## config.mk

```make
export PLATFORM = sky130hd
export DESIGN_NAME = button_click_classifier_top
export DESIGN_NICKNAME = d
export VERILOG_FILES = /design/src/rtl/bcc_pkg.sv /design/src/rtl/button_click_classifier_top.sv
export SDC_FILE = /design/constraint.sdc
export NUM_CORES = 1
export LEC_CHECK = 0
export ABC_AREA = 1
export BUFFER_PORTS_ARGS = -buffer_cell sky130_fd_sc_hd__buf_4
export CAP_MARGIN = 20
export CELL_PAD_IN_SITES_DETAIL_PLACEMENT = 1
export CELL_PAD_IN_SITES_GLOBAL_PLACEMENT = 2
export CORE_MARGIN = 8
export CORE_UTILIZATION = 33
export DETAILED_ROUTE_END_ITERATION = 10
export PLACE_DENSITY = 0.84
export SLEW_MARGIN = 20
export SYNTH_ARGS = -nofsm -noshare
export SYNTH_HDL_FRONTEND = slang
export SYNTH_SLANG_ARGS = --single-unit
```

## constraint.sdc

```tcl
create_clock -name aclk -period 3.86 [get_ports aclk]
set_input_delay 0.772 -clock aclk [delete_from_list [all_inputs] [get_ports aclk]]
set_output_delay 0.772 -clock aclk [all_outputs]
set_load 0.005 [all_outputs]
```

## src/rtl/bcc_pkg.sv

```systemverilog
// Shared constants for the button click classifier: window length,
// timer width, phase and event codes, configuration register indexes.
// No dependencies.
package bcc_pkg;

    // Debounce window length in samples (1..16) and tick timer width (8..32)
    localparam int DEBOUNCE_SAMPLES = 10;
    localparam int TIMER_BITS       = 16;

    // Threshold registers are 16 bits; compares run at the wider of the two
    localparam int THRESH_BITS = 16;
    localparam int CMP_BITS    = (TIMER_BITS > THRESH_BITS) ? TIMER_BITS : THRESH_BITS;

    // Configuration port
    localparam int CFG_IDX_BITS  = 2;
    localparam int CFG_DATA_BITS = 16;

    localparam logic [CFG_IDX_BITS-1:0] REG_ACTIVE_LEVEL = 2'd0;
    localparam logic [CFG_IDX_BITS-1:0] REG_DOUBLE_TICKS = 2'd1;
    localparam logic [CFG_IDX_BITS-1:0] REG_LONG_TICKS   = 2'd2;

    localparam logic [THRESH_BITS-1:0] DOUBLE_TICKS_RESET = 16'd60;
    localparam logic [THRESH_BITS-1:0] LONG_TICKS_RESET   = 16'd200;

    // Phase codes
    localparam logic [1:0] PH_IDLE     = 2'd0;
    localparam logic [1:0] PH_PRESS1   = 2'd1;
    localparam logic [1:0] PH_RELEASE1 = 2'd2;
    localparam logic [1:0] PH_COOLDOWN = 2'd3;

    // Event codes
    typedef logic [1:0] event_t;
    localparam event_t EV_NONE   = 2'd0;
    localparam event_t EV_CLICK  = 2'd1;
    localparam event_t EV_DOUBLE = 2'd2;
    localparam event_t EV_LONG   = 2'd3;

    // One result as it sits in the output buffer
    typedef struct packed {
        event_t event_code;
        logic   debounced_down;
    } result_t;

endpackage

```

## src/rtl/button_click_classifier_top.sv

```systemverilog
// Button click classifier: debounce window, four-phase click machine,
// two-entry output buffer. Depends on bcc_pkg.
//
//   channel   direction  handshake          payload
//   s_        in         s_valid/s_ready    s_raw_level
//   m_        out        m_valid/m_ready    m_event_code, m_debounced_down
//   cfg_      in         cfg_we             cfg_index, cfg_data
//
// One sample per cycle while s_ready is high: the history, phase and timer update
// in the cycle the request is taken, and its result is registered into the output buffer.
// A result waiting at m_ leaves room for one more request in the skid entry;
// s_ready drops only while both output entries are full.
// Reset (aresetn low at a clock edge) sets history to released, phase idle,
// timer zero, registers to their defaults, and empties the output buffer.
module button_click_classifier_top
    import bcc_pkg::*;
(
    input  logic                     aclk,
    input  logic                     aresetn,
    input  logic                     s_valid,
    output logic                     s_ready,
    input  logic                     s_raw_level,
    output logic                     m_valid,
    input  logic                     m_ready,
    output logic [1:0]               m_event_code,
    output logic                     m_debounced_down,
    input  logic                     cfg_we,
    input  logic [CFG_IDX_BITS-1:0]  cfg_index,
    input  logic [CFG_DATA_BITS-1:0] cfg_data
);

    localparam logic [TIMER_BITS-1:0] TIMER_MAX = {TIMER_BITS{1'b1}};

    // Configuration registers
    logic                   active_level_reg;
    logic [THRESH_BITS-1:0] double_ticks_reg;
    logic [THRESH_BITS-1:0] long_ticks_reg;

    // Classifier state
    logic [DEBOUNCE_SAMPLES-1:0] hist_reg, hist_next;
    logic [1:0]                  phase_reg, phase_next;
    logic [TIMER_BITS-1:0]       elapsed_reg, elapsed_next;

    // Output buffer
    logic    out_valid_reg, skid_valid_reg;
    result_t out_reg, skid_reg;
    result_t result_next;

    logic                        s_fire, m_fire;
    logic [DEBOUNCE_SAMPLES:0]   hist_ext;
    logic                        down;
    logic [TIMER_BITS-1:0]       elapsed_inc;
    logic                        long_hit, double_timeout;
    event_t                      ev;

    assign s_ready = !skid_valid_reg;
    assign s_fire  = s_valid && s_ready;
    assign m_fire  = out_valid_reg && m_ready;

    assign m_valid          = out_valid_reg;
    assign m_event_code     = out_reg.event_code;
    assign m_debounced_down = out_reg.debounced_down;

    // Configuration writes; unknown index is ignored
    always_ff @(posedge aclk) begin
        if (!aresetn) begin
            active_level_reg <= 1'b0;
            double_ticks_reg <= DOUBLE_TICKS_RESET;
            long_ticks_reg   <= LONG_TICKS_RESET;
        end else if (cfg_we) begin
            unique case (cfg_index)
                REG_ACTIVE_LEVEL: active_level_reg <= cfg_data[0];
                REG_DOUBLE_TICKS: double_ticks_reg <= cfg_data[THRESH_BITS-1:0];
                REG_LONG_TICKS:   long_ticks_reg   <= cfg_data[THRESH_BITS-1:0];
                default: ;
            endcase
        end
    end

    // Shift in the new sample (1 = released) and check the window
    assign hist_ext  = {hist_reg, (s_raw_level != active_level_reg)};
    assign hist_next = hist_ext[DEBOUNCE_SAMPLES-1:0];
    assign down      = (hist_next == '0);

    // Saturating timer step and threshold compares on the stepped value
    assign elapsed_inc    = (elapsed_reg == TIMER_MAX) ? elapsed_reg
                                                       : elapsed_reg + TIMER_BITS'(1);
    assign long_hit       = CMP_BITS'(elapsed_inc) > CMP_BITS'(long_ticks_reg);
    assign double_timeout = CMP_BITS'(elapsed_inc) > CMP_BITS'(double_ticks_reg);

    // Phase machine
    always_comb begin
        phase_next   = phase_reg;
        elapsed_next = elapsed_reg;
        ev           = EV_NONE;
        unique case (phase_reg)
            PH_IDLE: begin
                if (down) begin
                    elapsed_next = '0;
                    phase_next   = PH_PRESS1;
                end
            end
            PH_PRESS1: begin
                elapsed_next = elapsed_inc;
                if (down) begin
                    if (long_hit) begin
                        ev         = EV_LONG;
                        phase_next = PH_COOLDOWN;
                    end
                end else begin
                    phase_next = PH_RELEASE1;
                end
            end
            PH_RELEASE1: begin
                elapsed_next = elapsed_inc;
                // timeout takes priority over a second press
                if (double_timeout) begin
                    ev         = EV_CLICK;
                    phase_next = PH_IDLE;
                end else if (down) begin
                    ev         = EV_DOUBLE;
                    phase_next = PH_COOLDOWN;
                end
            end
            PH_COOLDOWN: begin
                if (!down) begin
                    phase_next = PH_IDLE;
                end
            end
            default: ;
        endcase
    end

    assign result_next.event_code     = ev;
    assign result_next.debounced_down = down;

    // State update on each accepted request
    always_ff @(posedge aclk) begin
        if (!aresetn) begin
            hist_reg    <= '1;
            phase_reg   <= PH_IDLE;
            elapsed_reg <= '0;
        end else if (s_fire) begin
            hist_reg    <= hist_next;
            phase_reg   <= phase_next;
            elapsed_reg <= elapsed_next;
        end
    end

    // Output buffer control: main entry plus one skid entry
    always_ff @(posedge aclk) begin
        if (!aresetn) begin
            out_valid_reg  <= 1'b0;
            skid_valid_reg <= 1'b0;
        end else if (m_fire) begin
            // skid is empty whenever a request is taken
            out_valid_reg  <= skid_valid_reg || s_fire;
            skid_valid_reg <= 1'b0;
        end else if (s_fire) begin
            if (!out_valid_reg) begin
                out_valid_reg <= 1'b1;
            end else begin
                skid_valid_reg <= 1'b1;
            end
        end
    end

    // Output buffer data
    always_ff @(posedge aclk) begin
        if (m_fire && skid_valid_reg) begin
            out_reg <= skid_reg;
        end else if (s_fire && (!out_valid_reg || m_fire)) begin
            out_reg <= result_next;
        end
        if (s_fire && out_valid_reg && !m_fire) begin
            skid_reg <= result_next;
        end
    end

    // Skid entry is only used behind a full main entry
    a_skid_behind_out: assert property (@(posedge aclk) disable iff (!aresetn)
        skid_valid_reg |-> out_valid_reg)
        else $error("skid entry valid while main entry empty");

    // Long press and double click are only reported while held down
    a_event_down: assert property (@(posedge aclk) disable iff (!aresetn)
        (m_valid && (m_event_code == EV_LONG || m_event_code == EV_DOUBLE))
            |-> m_debounced_down)
        else $error("press event reported while released");

    // Classifier state changes only on an accepted request
    a_state_hold: assert property (@(posedge aclk) disable iff (!aresetn)
        !s_fire |=> ($stable(phase_reg) && $stable(hist_reg) && $stable(elapsed_reg)))
        else $error("classifier state moved without a request");

    // A reported event always leaves the first-press or first-release phase
    a_event_exit: assert property (@(posedge aclk) disable iff (!aresetn)
        (s_fire && ev != EV_NONE) |=> (phase_reg == PH_IDLE || phase_reg == PH_COOLDOWN))
        else $error("event reported but phase did not leave the click window");

endmodule
```

==> run metrics <==
status=finished, final reports clean; R2R cell count=20; post-synthesis net count=between 500 and 600; Cell Chain, Critical Path=ha_1 -> nand3_1 -> nor3_2 -> nand3_2 -> mux2_4 -> ha_1 -> inv_1 -> o21bai_1 -> nand2_1 -> nand2_1 -> nand2_1 -> nand2_1 -> nand2_1 -> nand2_1 -> nand2_1 -> nand2_1 -> nand3_1 -> nand2_1 -> nand2_1 -> nor2_1; nets=600; Synth Area in Adders=0.1210; die width=~120 um; dpl hpwl=~7800 um; # Max-Cap Violations=0; global route overflow=0; slew margin rel.=0.4659; yosys warns=0; # DRC=0; Final period util=0.8259; DRT iter0 DRCs=between 100 and 150; CP Launch Point=elapsed_reg[0]$_SDFFE_PN0P_; worst-path fanout max=9; Slew Viols, Final=0; Layout Area Growth over Synthesis=15.70%; Antenna Cells=0; Tightest Hold Check Type=reg -> reg; standard-cell rows=39; clk sink count=between 60 and 70; CP Launch Type=flop; Syn Std Cell Area=3826 um2; Setup crit end kind=flop; Setup CP Type=reg -> reg; ys async rst share=0; Mean Syn Cell Area=7.458 um2; fillers=about 1400; Synth Register Bits=68; global-route wire length before repair=~17000 um; Wirelength per Cell=approximately 15 um; PostCTS Resize Cnt=0; Final setup viols=0; Root Driver=clkbuf_16; dpl cell area=4165 um2; area of the die=15300 um2; cts bufs inserted=9; 1st-pass router iterations=4; via count=between 3000 and 4000; Vias/cell=approximately 5; compound-cell area share of the yosys netlist=0.1563; Final ANT Viol Nets=0; Flop pwr share=0.461; Max VDD drop=216.3 uV; Worst-path clk slew=around 0.050 ns; Hold Path End=long_ticks_reg[5]$_SDFFE_PN0P_; share of layout cells above drive strength 1=0.1250; crit path buf inv count=1; R2R setup slack=approximately 0.67 ns; Net Sw Frac=0.2502; Top cell by count, worst path=nand2_1; Period minus WS final=between 3 and 4 ns; Clk pwr share=0.450; Vert. Die Dim=between 100 and 150 um; GR Util All Layers=0.1435; Finished Cell Area=between 4000 and 5000 um2; mux contribution to synthesized area=0.003924; CTS tree=yes; drt total wl=~10000 um; dpl ws=around 0.70 ns; Final Wtd Congestion=about 0.8; Top delay family on crit path=simple AND/OR/NAND/NOR gates; hold-fix buffers at CTS=0; reg2reg start=elapsed_reg[0]$_SDFFE_PN0P_; I/O Pins=29; # Post-CTS Setup Buffers=0; CP required=4.12 ns; core area=11370 um2; Comb pwr share=0.089; Simple-Gate Fraction of Synth Area=0.2456; Cells after Synth=513; Reg-to-Reg End=phase_reg[1]$_SDFFE_PN0P_; CP arrival=~3.5 ns; CTS Buffer Depth=2; vias in the first global route=~3500; Worst Skew=about 0.0053 ns; Setup WS post-layout=about 0.67 ns; highest cell delay on the worst timing path=roughly 0.46 ns; Clock Latency Late Sink=about 0.33 ns; Int Pwr=0.001227 W; initial antenna violation count=0; area share of xor/xnor cells in the synthesized design=0.02485; Least-Margin Pin Slew=about 0.80 ns; CP max-delay cell=dfxtp_1; Fin. Hold Viols=0; Max Clk Rate=around 310 MHz; I/O Buffers=28; initial core utilization=0.3365; top_reg_cell synth=dfxtp_1; worst hold path depth=2; H-tree depth=3; P_sw=around 0.00041 W; Post-synth EDFFs=6; RSZ-0062 raised after global routing=false; HP Start=long_ticks_reg[5]$_SDFFE_PN0P_; Power Density=369.7 nW/um2; Leak Pwr=around 2.0 nW; Synth cell types=36; Sum Neg Setup Slack=0 ns; largest family of logic cells by synthesized area=simple AND/OR/NAND/NOR gates; largest net degree at the start of global routing=46; Seq/Total Area, Yosys=0.3715
routing by layer:
| metal | part of all wire | vias to the layer above | global-route usage |
|---|---|---|---|
| li1 | - | 1737 | - |
| met2 | 0.45 | 34 | 0.2239 |
| met4 | 0.012 | 0 | 0.04289 |
| met1 | 0.51 | 1602 | 0.1915 |
| met5 | 0 | - | 0 |
| met3 | 0.030 | 9 | 0.03536 |
worst max path at each step:
stage | endpoint | slack (ns) | depth (start not counted)
final | phase_reg[1]$_SDFFE_PN0P_ | 0.67 | 20
after global routing | phase_reg[1]$_SDFFE_PN0P_ | 0.26 | 20
after CTS | phase_reg[1]$_SDFFE_PN0P_ | 0.66 | 20
after detailed placement | phase_reg[1]$_SDFFE_PN0P_ | 0.70 | 20
after global placement | m_event_code[0]$_DFFE_PP_ | 0.79 | 18
after floorplan | m_event_code[1]$_DFFE_PP_ | 1.19 | 19
cell usage after synthesis, drive strengths merged, types with 4 or more instances:
library cell | instances | area (um2)
edfxtp | 6 | 180.2
xor2 | 10 | 95.10
o211ai | 9 | 72.57
nor3 | 9 | 60.06
dfxtp | 62 | 1241
ha | 37 | 462.9
nand2 | 134 | 515.5
nand3 | 23 | 130.1
nand4 | 4 | 40.04
o21ai | 33 | 165.2
inv | 61 | 229.0
clkbuf | 12 | 45.04
a21oi | 63 | 322.8
nor2 | 36 | 165.2
area by class of cell:
cell class                 count  area (um2)  area share
tap                          143       178.9     0.04042
inverter                      63       236.5     0.05342
clock inverter                 5       28.78    0.006501
sequential                    68        1421      0.3211
clock buffer                  11       232.7     0.05257
multi-input combinational    368        2111      0.4768
timing repair buffer          29       217.7     0.04918
cells by family after synthesis:
kind of cell | after synthesis
buffers and inverters | 77
adders and majority gates | 37
AOI/OAI and AO/OA | 110
xor gates and xnor gates | 10
muxes | 1
and+or+nand+nor | 210
DFF | 68
power groups by stage:
stage / Combinational (W) / Clock [W] / Sequential [W]
final: 0.000145 / 0.000737 / 0.000755
after floorplan: 0.0000896 / 0 / 0.000767
after global routing: 0.000167 / 0.000785 / 0.000758
after global placement: 0.000141 / 0 / 0.000769
after detailed placement: 0.000146 / 0 / 0.000770
after CTS: 0.000147 / 0.000759 / 0.000755
cells in the final DEF, fill, tap and decap left out, drive strengths merged, types with 2 or more instances in the layout:
cell type,instances
clkbuf,11
inv,61
ha,37
a21oi,63
nor2,36
o211ai,9
o21ai,33
nand3b,2
nand3,23
o21a,2
clkinv,6
buf,29
nor3,9
nand4,4
xor2,10
dfxtp,62
nand2,134
edfxtp,6
tightest hold or removal path: stages, from the launching register on:
cell and delay [ns]:
dfxtp_1 0.29, inv_1 0.06, a21oi_1 0.06
through the flow:
step / total power, W / util / hold WS (ns) / std cells
after floorplan: 0.0008565 / - / 0.4353 / 513
after global placement: 0.0009096 / 0.3663 / 0.4509 / 671
after detailed placement: 0.0009162 / 0.3663 / 0.4577 / 671
final: 0.001637 / 0.3893 / 0.4617 / 687
after global routing: 0.001711 / 0.3893 / 0.4901 / 687
after CTS: 0.001661 / 0.3893 / 0.4661 / 687
Power figures use the tool's default switching activity.
